### src/design/aalr_pkg.sv
// ----------------------------------------------------------------------------
// aalr_pkg
// Shared constants, controller states and the command/status bundles that
// join the line rasterizer controller and datapath.
// ----------------------------------------------------------------------------
package aalr_pkg;

  localparam int COORD_BITS_DEF  = 12;
  localparam int FRAC_BITS_DEF   = 16;
  localparam int WEIGHT_BITS_DEF = 8;

  // Function codes of an input item
  localparam logic FUNC_LOAD = 1'b0;
  localparam logic FUNC_STEP = 1'b1;

  typedef enum logic [2:0] {
    ST_IDLE,
    ST_DIV,
    ST_START,
    ST_MID,
    ST_END
  } state_t;

  typedef struct packed {
    logic load;
    logic div_step;
    logic div_last;
    logic emit_start;
    logic emit_mid;
    logic emit_end;
  } cmd_t;

  typedef struct packed {
    logic at_stop;
    logic next_at_stop;
  } status_t;

endpackage

### src/design/aalr_ctrl.sv
// ----------------------------------------------------------------------------
// aalr_ctrl
// Controller: sequences load, gradient division and column emission, and
// owns the handshake of both channels.
// ----------------------------------------------------------------------------
module aalr_ctrl #(
  parameter int FRAC_BITS = aalr_pkg::FRAC_BITS_DEF
) (
  input  logic              clk,
  input  logic              rst,
  input  logic              item_valid,
  output logic              item_stall,
  input  logic              func,
  output logic              result_valid,
  input  logic              result_stall,
  input  aalr_pkg::status_t status,
  output aalr_pkg::cmd_t    cmd
);

  localparam int CNT_W = $clog2(FRAC_BITS + 1);
  localparam logic [CNT_W-1:0] CNT_LAST = CNT_W'(FRAC_BITS);

  aalr_pkg::state_t state;
  aalr_pkg::state_t state_next;
  logic [CNT_W-1:0] cnt;
  logic             accept;
  logic             load_acc;
  logic             step_acc;
  logic             emit;

  assign item_stall = (state == aalr_pkg::ST_DIV) || (result_valid && result_stall);
  assign accept     = item_valid && !item_stall;
  assign load_acc   = accept && (func == aalr_pkg::FUNC_LOAD);
  assign step_acc   = accept && (func == aalr_pkg::FUNC_STEP);
  assign emit       = cmd.emit_start || cmd.emit_mid || cmd.emit_end;

  always_comb begin
    state_next = state;
    case (state)
      aalr_pkg::ST_IDLE: begin
        if (load_acc) state_next = aalr_pkg::ST_DIV;
      end
      aalr_pkg::ST_DIV: begin
        if (cnt == CNT_LAST) state_next = aalr_pkg::ST_START;
      end
      aalr_pkg::ST_START: begin
        if (load_acc) begin
          state_next = aalr_pkg::ST_DIV;
        end else if (step_acc) begin
          if (status.at_stop)           state_next = aalr_pkg::ST_IDLE;
          else if (status.next_at_stop) state_next = aalr_pkg::ST_END;
          else                          state_next = aalr_pkg::ST_MID;
        end
      end
      aalr_pkg::ST_MID: begin
        if (load_acc) begin
          state_next = aalr_pkg::ST_DIV;
        end else if (step_acc && status.next_at_stop) begin
          state_next = aalr_pkg::ST_END;
        end
      end
      aalr_pkg::ST_END: begin
        if (load_acc)      state_next = aalr_pkg::ST_DIV;
        else if (step_acc) state_next = aalr_pkg::ST_IDLE;
      end
      default: state_next = aalr_pkg::ST_IDLE;
    endcase
  end

  always_comb begin
    cmd            = '0;
    cmd.load       = load_acc;
    cmd.div_step   = (state == aalr_pkg::ST_DIV);
    cmd.div_last   = (state == aalr_pkg::ST_DIV) && (cnt == CNT_LAST);
    cmd.emit_start = step_acc && (state == aalr_pkg::ST_START);
    cmd.emit_mid   = step_acc && (state == aalr_pkg::ST_MID);
    cmd.emit_end   = step_acc && (state == aalr_pkg::ST_END);
  end

  always_ff @(posedge clk) begin
    if (rst) begin
      state        <= aalr_pkg::ST_IDLE;
      cnt          <= '0;
      result_valid <= 1'b0;
    end else begin
      state <= state_next;
      if (cmd.load) begin
        cnt <= '0;
      end else if (cmd.div_step) begin
        cnt <= cnt + 1'b1;
      end
      // hold a result until its transfer completes
      result_valid <= emit || (result_valid && result_stall);
    end
  end

`ifndef SYNTH
  a_load_starts_div: assert property (@(posedge clk) disable iff (rst)
    load_acc |=> (state == aalr_pkg::ST_DIV) && (cnt == '0))
    else $error("load did not start the divider");

  a_div_ends_in_start: assert property (@(posedge clk) disable iff (rst)
    ((state == aalr_pkg::ST_DIV) && (cnt == CNT_LAST)) |=> (state == aalr_pkg::ST_START))
    else $error("divider did not hand over to the start column");

  a_emit_shows_result: assert property (@(posedge clk) disable iff (rst)
    emit |=> result_valid)
    else $error("emitted column not presented");

  a_result_from_emit: assert property (@(posedge clk) disable iff (rst)
    $rose(result_valid) |-> $past(emit))
    else $error("result appeared without a column step");
`endif

endmodule

### src/design/aalr_datapath.sv
// ----------------------------------------------------------------------------
// aalr_datapath
// Datapath: endpoint ordering, restoring gradient divider, minor-axis
// accumulator, weight generation and the result register.
// ----------------------------------------------------------------------------
module aalr_datapath #(
  parameter int COORD_BITS  = aalr_pkg::COORD_BITS_DEF,
  parameter int FRAC_BITS   = aalr_pkg::FRAC_BITS_DEF,
  parameter int WEIGHT_BITS = aalr_pkg::WEIGHT_BITS_DEF
) (
  input  logic                   clk,
  input  aalr_pkg::cmd_t         cmd,
  output aalr_pkg::status_t      status,
  input  logic [COORD_BITS-1:0]  x_start,
  input  logic [COORD_BITS-1:0]  y_start,
  input  logic [COORD_BITS-1:0]  x_end,
  input  logic [COORD_BITS-1:0]  y_end,
  output logic [COORD_BITS-1:0]  pix_x,
  output logic [COORD_BITS-1:0]  pix_y,
  output logic                   steep_line,
  output logic [WEIGHT_BITS-1:0] weight_lower,
  output logic [WEIGHT_BITS-1:0] weight_upper,
  output logic                   last
);

  localparam int ACC_W   = COORD_BITS + FRAC_BITS;
  localparam int Q_W     = FRAC_BITS + 1;
  localparam int SLOPE_W = FRAC_BITS + 2;
  localparam int PROD_W  = FRAC_BITS + WEIGHT_BITS;
  localparam logic [WEIGHT_BITS-1:0] WMAX = {WEIGHT_BITS{1'b1}};

  // line state
  logic                  transposed;
  logic [COORD_BITS-1:0] major_pos;
  logic [COORD_BITS-1:0] major_stop;
  logic [COORD_BITS-1:0] start_minor;
  logic [COORD_BITS-1:0] stop_minor;
  logic [ACC_W-1:0]      minor_acc;
  logic [SLOPE_W-1:0]    slope;

  // divider
  logic [COORD_BITS-1:0] dmaj;
  logic [COORD_BITS-1:0] rem;
  logic                  rem_bit;
  logic [Q_W-1:0]        quot;
  logic                  dmin_neg;
  logic                  zero_len;

  // load-side terms
  logic [COORD_BITS-1:0] adx;
  logic [COORD_BITS-1:0] ady;
  logic                  tr;
  logic [COORD_BITS-1:0] ma, mi, mb, mj;
  logic                  swap;
  logic [COORD_BITS-1:0] lo_maj, lo_min, hi_maj, hi_min;
  logic [COORD_BITS-1:0] abs_dmin;

  logic [COORD_BITS:0]   trial;
  logic                  q_bit;
  logic [COORD_BITS:0]   trial_sub;
  logic [Q_W-1:0]        quot_next;
  logic [SLOPE_W-1:0]    slope_div;

  logic [COORD_BITS-1:0] pos_inc;
  logic [ACC_W-1:0]      slope_ext;
  logic [FRAC_BITS-1:0]  frac;
  logic [PROD_W-1:0]     wprod;
  logic [WEIGHT_BITS-1:0] wu;
  logic [COORD_BITS-1:0] col_maj;
  logic [COORD_BITS-1:0] col_min;

  assign adx  = (x_end > x_start) ? x_end - x_start : x_start - x_end;
  assign ady  = (y_end > y_start) ? y_end - y_start : y_start - y_end;
  assign tr   = ady > adx;
  assign ma   = tr ? y_start : x_start;
  assign mi   = tr ? x_start : y_start;
  assign mb   = tr ? y_end   : x_end;
  assign mj   = tr ? x_end   : y_end;
  assign swap = ma > mb;
  assign lo_maj = swap ? mb : ma;
  assign lo_min = swap ? mj : mi;
  assign hi_maj = swap ? ma : mb;
  assign hi_min = swap ? mi : mj;
  // |d_minor| never exceeds |d_major|, so the quotient fits FRAC_BITS+1 bits
  assign abs_dmin = tr ? adx : ady;

  // one restoring step per cycle over the quotient bits
  assign trial     = {rem, rem_bit};
  assign q_bit     = trial >= {1'b0, dmaj};
  assign trial_sub = trial - {1'b0, dmaj};
  assign quot_next = {quot[Q_W-2:0], q_bit};
  assign slope_div = zero_len ? '0 :
                     dmin_neg ? SLOPE_W'(-{1'b0, quot_next}) : {1'b0, quot_next};

  assign pos_inc   = major_pos + 1'b1;
  assign slope_ext = {{(ACC_W-SLOPE_W){slope[SLOPE_W-1]}}, slope};
  assign frac      = minor_acc[FRAC_BITS-1:0];
  // frac * WMAX as a shift and subtract
  assign wprod     = {frac, {WEIGHT_BITS{1'b0}}} - {{WEIGHT_BITS{1'b0}}, frac};
  assign wu        = wprod[PROD_W-1:FRAC_BITS];

  assign status.at_stop      = major_pos == major_stop;
  assign status.next_at_stop = pos_inc == major_stop;

  always_comb begin
    col_maj = major_pos;
    col_min = start_minor;
    if (cmd.emit_mid) begin
      col_min = minor_acc[ACC_W-1:FRAC_BITS];
    end else if (cmd.emit_end) begin
      col_maj = major_stop;
      col_min = stop_minor;
    end
  end

  always_ff @(posedge clk) begin
    if (cmd.load) begin
      transposed  <= tr;
      major_pos   <= lo_maj;
      major_stop  <= hi_maj;
      start_minor <= lo_min;
      stop_minor  <= hi_min;
      minor_acc   <= '0;
      dmaj        <= hi_maj - lo_maj;
      dmin_neg    <= hi_min < lo_min;
      zero_len    <= hi_maj == lo_maj;
      rem         <= abs_dmin >> 1;
      rem_bit     <= abs_dmin[0];
      quot        <= '0;
    end
    if (cmd.div_step) begin
      rem     <= q_bit ? trial_sub[COORD_BITS-1:0] : trial[COORD_BITS-1:0];
      rem_bit <= 1'b0;
      quot    <= quot_next;
    end
    if (cmd.div_last) begin
      slope <= slope_div;
    end
    if (cmd.emit_start && !status.at_stop) begin
      major_pos <= pos_inc;
      minor_acc <= {start_minor, {FRAC_BITS{1'b0}}} + slope_ext;
    end
    if (cmd.emit_mid) begin
      major_pos <= pos_inc;
      minor_acc <= minor_acc + slope_ext;
    end
    if (cmd.emit_start || cmd.emit_mid || cmd.emit_end) begin
      pix_x        <= transposed ? col_min : col_maj;
      pix_y        <= transposed ? col_maj : col_min;
      steep_line   <= transposed;
      weight_lower <= cmd.emit_mid ? WMAX - wu : WMAX;
      weight_upper <= cmd.emit_mid ? wu : '0;
      last         <= cmd.emit_end || (cmd.emit_start && status.at_stop);
    end
  end

endmodule

### src/design/antialiased_line_rasterizer.sv
// ----------------------------------------------------------------------------
// antialiased_line_rasterizer
// Antialiased line rasterizer: one column pair with complementary weights
// per step request.
// ----------------------------------------------------------------------------
// A load item (func 0) takes two endpoints, and a restoring divider then forms
// the gradient, one quotient bit a cycle; the input stalls while it runs. Each
// step item (func 1) then yields one column: the start endpoint at full weight,
// the interior columns, and the end endpoint with last set. Steps while no line
// is active produce nothing. A column result sits in an output register, and
// the next step is taken in the same cycle in which the previous result
// transfers. steep_line marks columns whose neighbor pixel lies at x plus one.
module antialiased_line_rasterizer #(
  parameter int COORD_BITS  = aalr_pkg::COORD_BITS_DEF,
  parameter int FRAC_BITS   = aalr_pkg::FRAC_BITS_DEF,
  parameter int WEIGHT_BITS = aalr_pkg::WEIGHT_BITS_DEF
) (
  input  logic                   clk,
  input  logic                   rst,
  input  logic                   item_valid,
  output logic                   item_stall,
  input  logic                   func,
  input  logic [COORD_BITS-1:0]  x_start,
  input  logic [COORD_BITS-1:0]  y_start,
  input  logic [COORD_BITS-1:0]  x_end,
  input  logic [COORD_BITS-1:0]  y_end,
  output logic                   result_valid,
  input  logic                   result_stall,
  output logic [COORD_BITS-1:0]  pix_x,
  output logic [COORD_BITS-1:0]  pix_y,
  output logic                   steep_line,
  output logic [WEIGHT_BITS-1:0] weight_lower,
  output logic [WEIGHT_BITS-1:0] weight_upper,
  output logic                   last
);

  aalr_pkg::cmd_t    cmd;
  aalr_pkg::status_t status;

  aalr_ctrl #(
    .FRAC_BITS (FRAC_BITS)
  ) u_ctrl (
    .clk          (clk),
    .rst          (rst),
    .item_valid   (item_valid),
    .item_stall   (item_stall),
    .func         (func),
    .result_valid (result_valid),
    .result_stall (result_stall),
    .status       (status),
    .cmd          (cmd)
  );

  aalr_datapath #(
    .COORD_BITS  (COORD_BITS),
    .FRAC_BITS   (FRAC_BITS),
    .WEIGHT_BITS (WEIGHT_BITS)
  ) u_datapath (
    .clk          (clk),
    .cmd          (cmd),
    .status       (status),
    .x_start      (x_start),
    .y_start      (y_start),
    .x_end        (x_end),
    .y_end        (y_end),
    .pix_x        (pix_x),
    .pix_y        (pix_y),
    .steep_line   (steep_line),
    .weight_lower (weight_lower),
    .weight_upper (weight_upper),
    .last         (last)
  );

endmodule

### config.mk
export PLATFORM = sky130hd
export DESIGN_NAME = antialiased_line_rasterizer
export DESIGN_NICKNAME = d
export VERILOG_FILES = /design/src/design/aalr_pkg.sv /design/src/design/aalr_ctrl.sv /design/src/design/aalr_datapath.sv /design/src/design/antialiased_line_rasterizer.sv
export SDC_FILE = /design/constraint.sdc
export NUM_CORES = 1
export LEC_CHECK = 0
export ABC_AREA = 1
export BUFFER_PORTS_ARGS = -buffer_cell sky130_fd_sc_hd__buf_2
export CORE_MARGIN = 3
export CORE_UTILIZATION = 45
export CTS_CLUSTER_SIZE = 30
export DETAILED_ROUTE_END_ITERATION = 7
export PLACE_DENSITY_LB_ADDON = 0.15
export SLEW_MARGIN = 20
export SYNTH_ARGS = -nofsm -noshare
export SYNTH_HDL_FRONTEND = slang
export SYNTH_SLANG_ARGS = --single-unit
### constraint.sdc
create_clock -name clk -period 8.9 [get_ports clk]
set_input_delay 1.335 -clock clk [delete_from_list [all_inputs] [get_ports clk]]
set_output_delay 1.335 -clock clk [all_outputs]
set_load 0.05 [all_outputs]
======== Yosys cells after proc, flatten, opt, wreduce, memory -nomap -nowiden ========
Index checks and enable logic that the tools add are counted.
storage, ports and cells
  register bits after elaboration ......... 189
  input port bits ......................... 53
  word-level logic and storage cells ...... 121
cells by class
  $add $sub $neg .......................... 13
  $lt $le $gt $ge ......................... 6
  eq/ne operators ......................... 13
  muxes and demuxes ....................... 40
  bitwise logic cells ..................... 2
  reductions and logical operators ........ 24
operators by type and width
  kind                     count
  $mux W12                 23
  $mux W28                 3
  $sub A12 B12 Y12         6
  $add A28 B28 Y28         2
  $gt A12 B12 Y1           4
  $eq A12 B12 Y1           3
  $mux W16                 2
  $mux W3                  10
  $sub A24 B16 Y24         1
  $neg A17 Y18             1
  $mux W17                 1
  $pmux W3 S5              1
  $ge A13 B12 Y1           1
  $add A12 B1 Y12 const B  1
  $lt A12 B12 Y1           1
  $logic_and A1 B1 Y1      11
  $ne A3 B1 Y1 const B     3
  $sub A8 B8 Y8 const A    1
  $eq A3 B2 Y1 const B     2
  $add A5 B1 Y5 const B    1
  $eq A5 B5 Y1 const B     1
  $logic_or A1 B1 Y1       5
  $reduce_and A5 Y1        1
  $ne A2 B1 Y1 const B     2
  other kinds (8)          11

======== Depth between registers and ports, before layout ========
  word-level depth ........................ 9
  mapped depth ............................ 54

======== Hierarchy ========
From an unflattened synthesis, not the netlist that was laid out.
unflattened totals
  cell total of the unflattened synthesis .. 2053
  area, all modules ....................... 15637.5 um^2
by module, submodules not included
  module         instances  cells each  area an instance (um^2)  sequential area each (um^2)
  aalr_datapath  1          1954        15011.9                  5395.2
  aalr_ctrl      1          99          625.6                    180.2

======== Worst setup path before layout ========
No wires, ideal clock.
  path type ............................... input-to-reg
  from .................................... in y_start[3]
  to ...................................... reg u_datapath.dmin_neg, data pin
  setup time .............................. 0.259 ns
  arrival time ............................ 7.738 ns
  required time ........................... 8.641 ns
  setup slack ............................. 0.902 ns
  cell stages on the path ................. 47
  buffers on the path ..................... 9
  path through ............................ inv_1 -> ha_1 -> clkbuf_1 -> a21o_1 -> a21oi_1 -> nand2_1 -> inv_1 -> nor2_1 -> o21ai_0 -> nand2_1 -> nand2_1 -> inv_1 -> clkbuf_1 -> nand2_1 -> o21ai_0 -> a211oi_1 -> xnor2_1 -> ha_1 -> [... 11 more ...] -> ha_1 -> inv_1 -> nor3_1 -> inv_1 -> nor2_2 -> nand3_1 -> nand3_2 -> nand2_2 -> buf_6 -> buf_6 -> clkbuf_1 -> nand2_1 -> o21ai_0 -> ha_1 -> nand2_1 -> o21a_1 -> o211ai_1 -> a21oi_1
on the way
  word-level cells in the longest chain between the ends .. 7
RTL lines
  item                                                RTL line                                  source
  start: declaration                                  antialiased_line_rasterizer.sv:24         input logic [COORD_BITS-1:0] y_start,
  $sub A12 B12 Y12 or $gt A12 B12 Y1 (tied branches)  aalr_datapath.sv:73                       assign ady = (y_end > y_start) ? y_end - y_start : y_start - y_end;
  $mux W12                                            aalr_datapath.sv:73
  $gt A12 B12 Y1                                      aalr_datapath.sv:74                       assign tr = ady > adx;
  $mux W12 (on tied branches)                         aalr_datapath.sv:75, aalr_datapath.sv:77
  $gt A12 B12 Y1                                      aalr_datapath.sv:79                       assign swap = ma > mb;
  $mux W12 *                                          aalr_datapath.sv:83                       assign hi_min = swap ? mi : mj;
  named net u_datapath.hi_min[7]                      aalr_datapath.sv:55                       logic [COORD_BITS-1:0] lo_maj, lo_min, hi_maj, hi_min;
  $lt A12 B12 Y1 *                                    aalr_datapath.sv:125                      dmin_neg <= hi_min < lo_min;
  end signal: assignment                              aalr_datapath.sv:125
  end: declaration                                    aalr_datapath.sv:46                       logic dmin_neg;
The timed path passes the listed nets; every way through them passes the cells marked *.
A chain may end at the register's enable or synchronous reset.

======== Worst setup path after layout ========
  from .................................... in y_end[0]
  to ...................................... reg u_datapath.dmaj[10], data pin
on the way
  word-level cells in the longest chain between the ends .. 7
RTL lines
  item                                                RTL line                                  source
  start: declaration                                  antialiased_line_rasterizer.sv:26         input logic [COORD_BITS-1:0] y_end,
  $sub A12 B12 Y12 or $gt A12 B12 Y1 (tied branches)  aalr_datapath.sv:73
  $mux W12                                            aalr_datapath.sv:73
  $gt A12 B12 Y1                                      aalr_datapath.sv:74
  $mux W12 (on tied branches)                         aalr_datapath.sv:75, aalr_datapath.sv:77
  $gt A12 B12 Y1                                      aalr_datapath.sv:79
  $mux W12 (on tied branches)                         aalr_datapath.sv:82, aalr_datapath.sv:80
  $sub A12 B12 Y12 *                                  aalr_datapath.sv:124                      dmaj <= hi_maj - lo_maj;
  end signal: assignment                              aalr_datapath.sv:124
  end: declaration                                    aalr_datapath.sv:42                       logic [COORD_BITS-1:0] dmaj;
Every way passes the cells marked *; elsewhere a longest branch is shown, timed or not.

==> results.md <==
* Die height at about 190 um
* Vias per cell at 5.38
* CP Max Fanout at 60
* CP Launch Point: y_end[0]
* Clk_lat worst skew at roughly 0.44 ns
* Die area at about 0.037 sq mm
* Post-synthesis cell type count at 55
* Slew HR at 31.3%
* Leak at 8.06 nW
* Final WL at 46700 um
* Detailed Place HPWL at approximately 38000 um
* Wire per inst at approximately 18 um
* Reg2reg path depth at 19
* CP arrival at ~8.4 ns
* H-tree lvl count at 4
* Fin crit share at slightly above 90%
* DRC violations left at 0
* Count leader, synth: nand2_1
* Nets at about 2.3k
* Post-route minimum period at 8.20 ns
* Peak VDD IR at a little under 0.2 mV
* Total gr overflow at 0
* Cell family with most CP delay: simple AND/OR/NAND/NOR gates
* Largest net degree at the start of global routing at 61
* Crit path to: u_datapath.dmaj[10]$_DFFE_PP_
* Initial antenna violation count at 0
* Finished Layout Cells at roughly 2.6k
* GR Util All Layers at between 20% and 30%
* Post-synthesis register bit count at 189
* Reg clk slew, reported paths at about 0.07 ns
* Reg-to-Reg End: u_datapath.slope[14]$_SDFFCE_PP0P_
* Required time of the critical path at 9.10 ns
* Most frequent cells after synthesis: nand2_1, inv_1, o21ai_0, edfxtp_1, ha_1
* Synth async-reset ratio at 0%
* GP Congestion at 1.06
* Total of max-cap violations at 0
* Mean area per synthesized cell at 7.64 sq um
* Worst hold-check path type: reg -> reg
* Final setup fails at 0
* Synthesized net count at 2238
* Layout cell share with drive strength beyond 1 at around a tenth
* IO Count at 97
* Pre-Repair DR Iteration Count at 5
* CP peak stage delay at about 0.61 ns
* First-pass GRT wire length at between 70000 and 80000 um
* Placed instance count at 2551
* Pwr Density at about 360 mW/mm^2
* Clock skew at approximately 0.012 ns
* Final setup TNS at 0 ns
* # rows at 67
* Main synth FF type: edfxtp_1
* Layout fillers at approximately 3.3k
* Port bufs at 96
* Top post-synthesis cells by area: edfxtp_1, nand2_1, ha_1, inv_1, o21ai_0
* Routed Antenna Nets at 0
* Syn-to-layout area delta at 10.5%
* PnR worst setup slack at 0.698 ns
* Critical path depth in cells at 47
* Top-area cell type share of the netlist area at between 30% and 40%
* Hold slack at 0.515 ns
* Area leader, netlist: edfxtp_1
* Cell mode on critical path: nand2_1
* Final hold vios at 0
* CTS Sinks at between 150 and 200
* Sequential share of the synthesized area at between 30 and 40%
* Max Freq at about 120 MHz
* CTS buffer count at 17
* Outcome: complete, no violations
* Crit-path slowest cell: o21ai_0
* Initial core utilization at 46.0%
* Core Box Area at 0.0338 sq mm
* Die Width at approximately 190 um
* Setup slack at placement at about 0.14 ns
* Final-report max-slew violation count at 0
* CP Buf/Inv Count at 13
* Root Driver: clkbuf_16
* DRT iter0 DRCs at slightly above 900
* RSZ-0062 raised after global routing: false
* Reg2reg setup slack at between 4 and 5 ns
* Total number of vias at 13.9k
* CP Launch Type: primary input
* Post-synth EDFFs at between 150 and 200
* Area of the mapped netlist at ~0.016 sq mm
* CTS tree: built
* Critical path class: in -> reg
* Worst slew pin tran at about 1 ns
* Mapped Cells at just over 2k
* Core Util, Final at 50.9%
* Number of synthesis warnings at 0
* Origin of the critical flop-to-flop path: u_datapath.dmaj[2]$_DFFE_PP_
* Setup crit end kind: register
* Vias in the first global route at around 13k
* Clk buf depth at 2
* ANT cells at 0
[worst register-to-register path: stages, from the launching register on]
cell,delay [ns]
edfxtp_1,0.39
inv_1,0.13
ha_1,0.29
a21oi_1,0.13
and2_1,0.21
o21ai_0,0.17
nand3_1,0.11
nand3_1,0.56
inv_1,0.49
ha_1,0.23
inv_1,0.05
nor3_1,0.19
inv_1,0.09
nor3_1,0.20
inv_1,0.08
nor2_1,0.24
a31oi_1,0.20
o21bai_1,0.21
o21ai_0,0.16
a21oi_1,0.06
[kinds of logic after synthesis]
group / count (synthesis) / share of synthesized area (%)
buffers and inverters: 354 / 8.78
AND/OR/NAND/NOR: 800 / 21.6
flip-flops: 189 / 35.8
adder cells (fa/ha/maj): 149 / 12.3
multiplexers: 9 / 0.579
AO/OA/AOI/OAI: 451 / 16.2
XOR/XNOR: 84 / 4.73
[per-layer routing]
metal	wire [um]	global-route usage, %
met1	21000	32.9
met2	22400	44.2
met5	0	0
met3	1740	2.37
met4	1460	8.50
[repair_timing]
action,in CTS,in global routing
buffers inserted,0,0
endpoints found under the hold margin,0,0
gates resized for setup,0,2
setup endpoints to repair,0,5
hold buffers,0,0
[layout make-up]
| type | instances | area (sq um) | share of cell area [%] |
|---|---|---|---|
| inverters | 299 | 1120 | 6.53 |
| clock buffers | 17 | 425 | 2.48 |
| repair buffers | 122 | 701 | 4.08 |
| well taps | 448 | 561 | 3.26 |
| multi-input cells | 1493 | 8650 | 50.3 |
| flip-flops and latches | 189 | 5580 | 32.4 |
| clock inverters | 15 | 151 | 0.881 |
[metrics by stage]
step	area [sq um]	power (mW)
2_1_floorplan	15600	4.27
3_3_place_gp	16600	5.41
3_5_place_dp	16600	5.44
4_1_cts	17200	6.21
5_1_grt	17200	6.79
6_report	17200	6.20
[power by group]
group	switching, mW	leakage (nW)	internal [mW]
Clock	0.375	0.270	0.373
Combinational	2.61	6.02	1.27
Sequential	0.169	1.78	1.41
[how the worst min path moves through the flow]
stage	from	to	cells past startpoint
after floorplan	u_ctrl.state[0]$_SDFFE_PP0P_	u_ctrl.state[0]$_SDFFE_PP0P_	2
after global placement	u_ctrl.cnt[0]$_SDFFE_PP0P_	u_ctrl.cnt[0]$_SDFFE_PP0P_	2
after detailed placement	u_ctrl.state[0]$_SDFFE_PP0P_	u_ctrl.state[0]$_SDFFE_PP0P_	2
after CTS	u_ctrl.state[0]$_SDFFE_PP0P_	u_ctrl.state[0]$_SDFFE_PP0P_	2
after global routing	u_ctrl.cnt[0]$_SDFFE_PP0P_	u_ctrl.cnt[0]$_SDFFE_PP0P_	2
final	u_ctrl.state[0]$_SDFFE_PP0P_	u_ctrl.state[0]$_SDFFE_PP0P_	2
[flip-flops by register name, summed over array words and instances (netlist names), 8 cells and up]
name and flops:
u_datapath.start_minor 12, u_datapath.stop_minor 12, u_datapath.weight_upper 8, u_datapath.pix_y 12, u_datapath.major_stop 12, u_datapath.rem 12
u_datapath.minor_acc 28, u_datapath.dmaj 12, u_datapath.weight_lower 8, u_datapath.major_pos 12, u_datapath.slope 18, u_datapath.pix_x 12
u_datapath.quot 16
[placed cells by master, fill, tap and decap left out, types with 7 or more instances in the layout]
cell type and count:
a21oi_1 141, fa_1 7, buf_4 24, nand4_1 13, o211ai_1 11, nand3_1 99, a31oi_1 12, o21bai_1 11
dfxtp_1 10, mux2i_1 9, inv_1 294, xnor2_1 25, nor3_1 30, buf_2 96, clkbuf_16 17, ha_1 142
o21ai_0 214, nor2_1 118, edfxtp_1 179, a22o_1 12, xor2_1 58, nand2_2 11, or2_2 13, nand2_1 489
No activity file was read; power rests on OpenSTA's default activity.
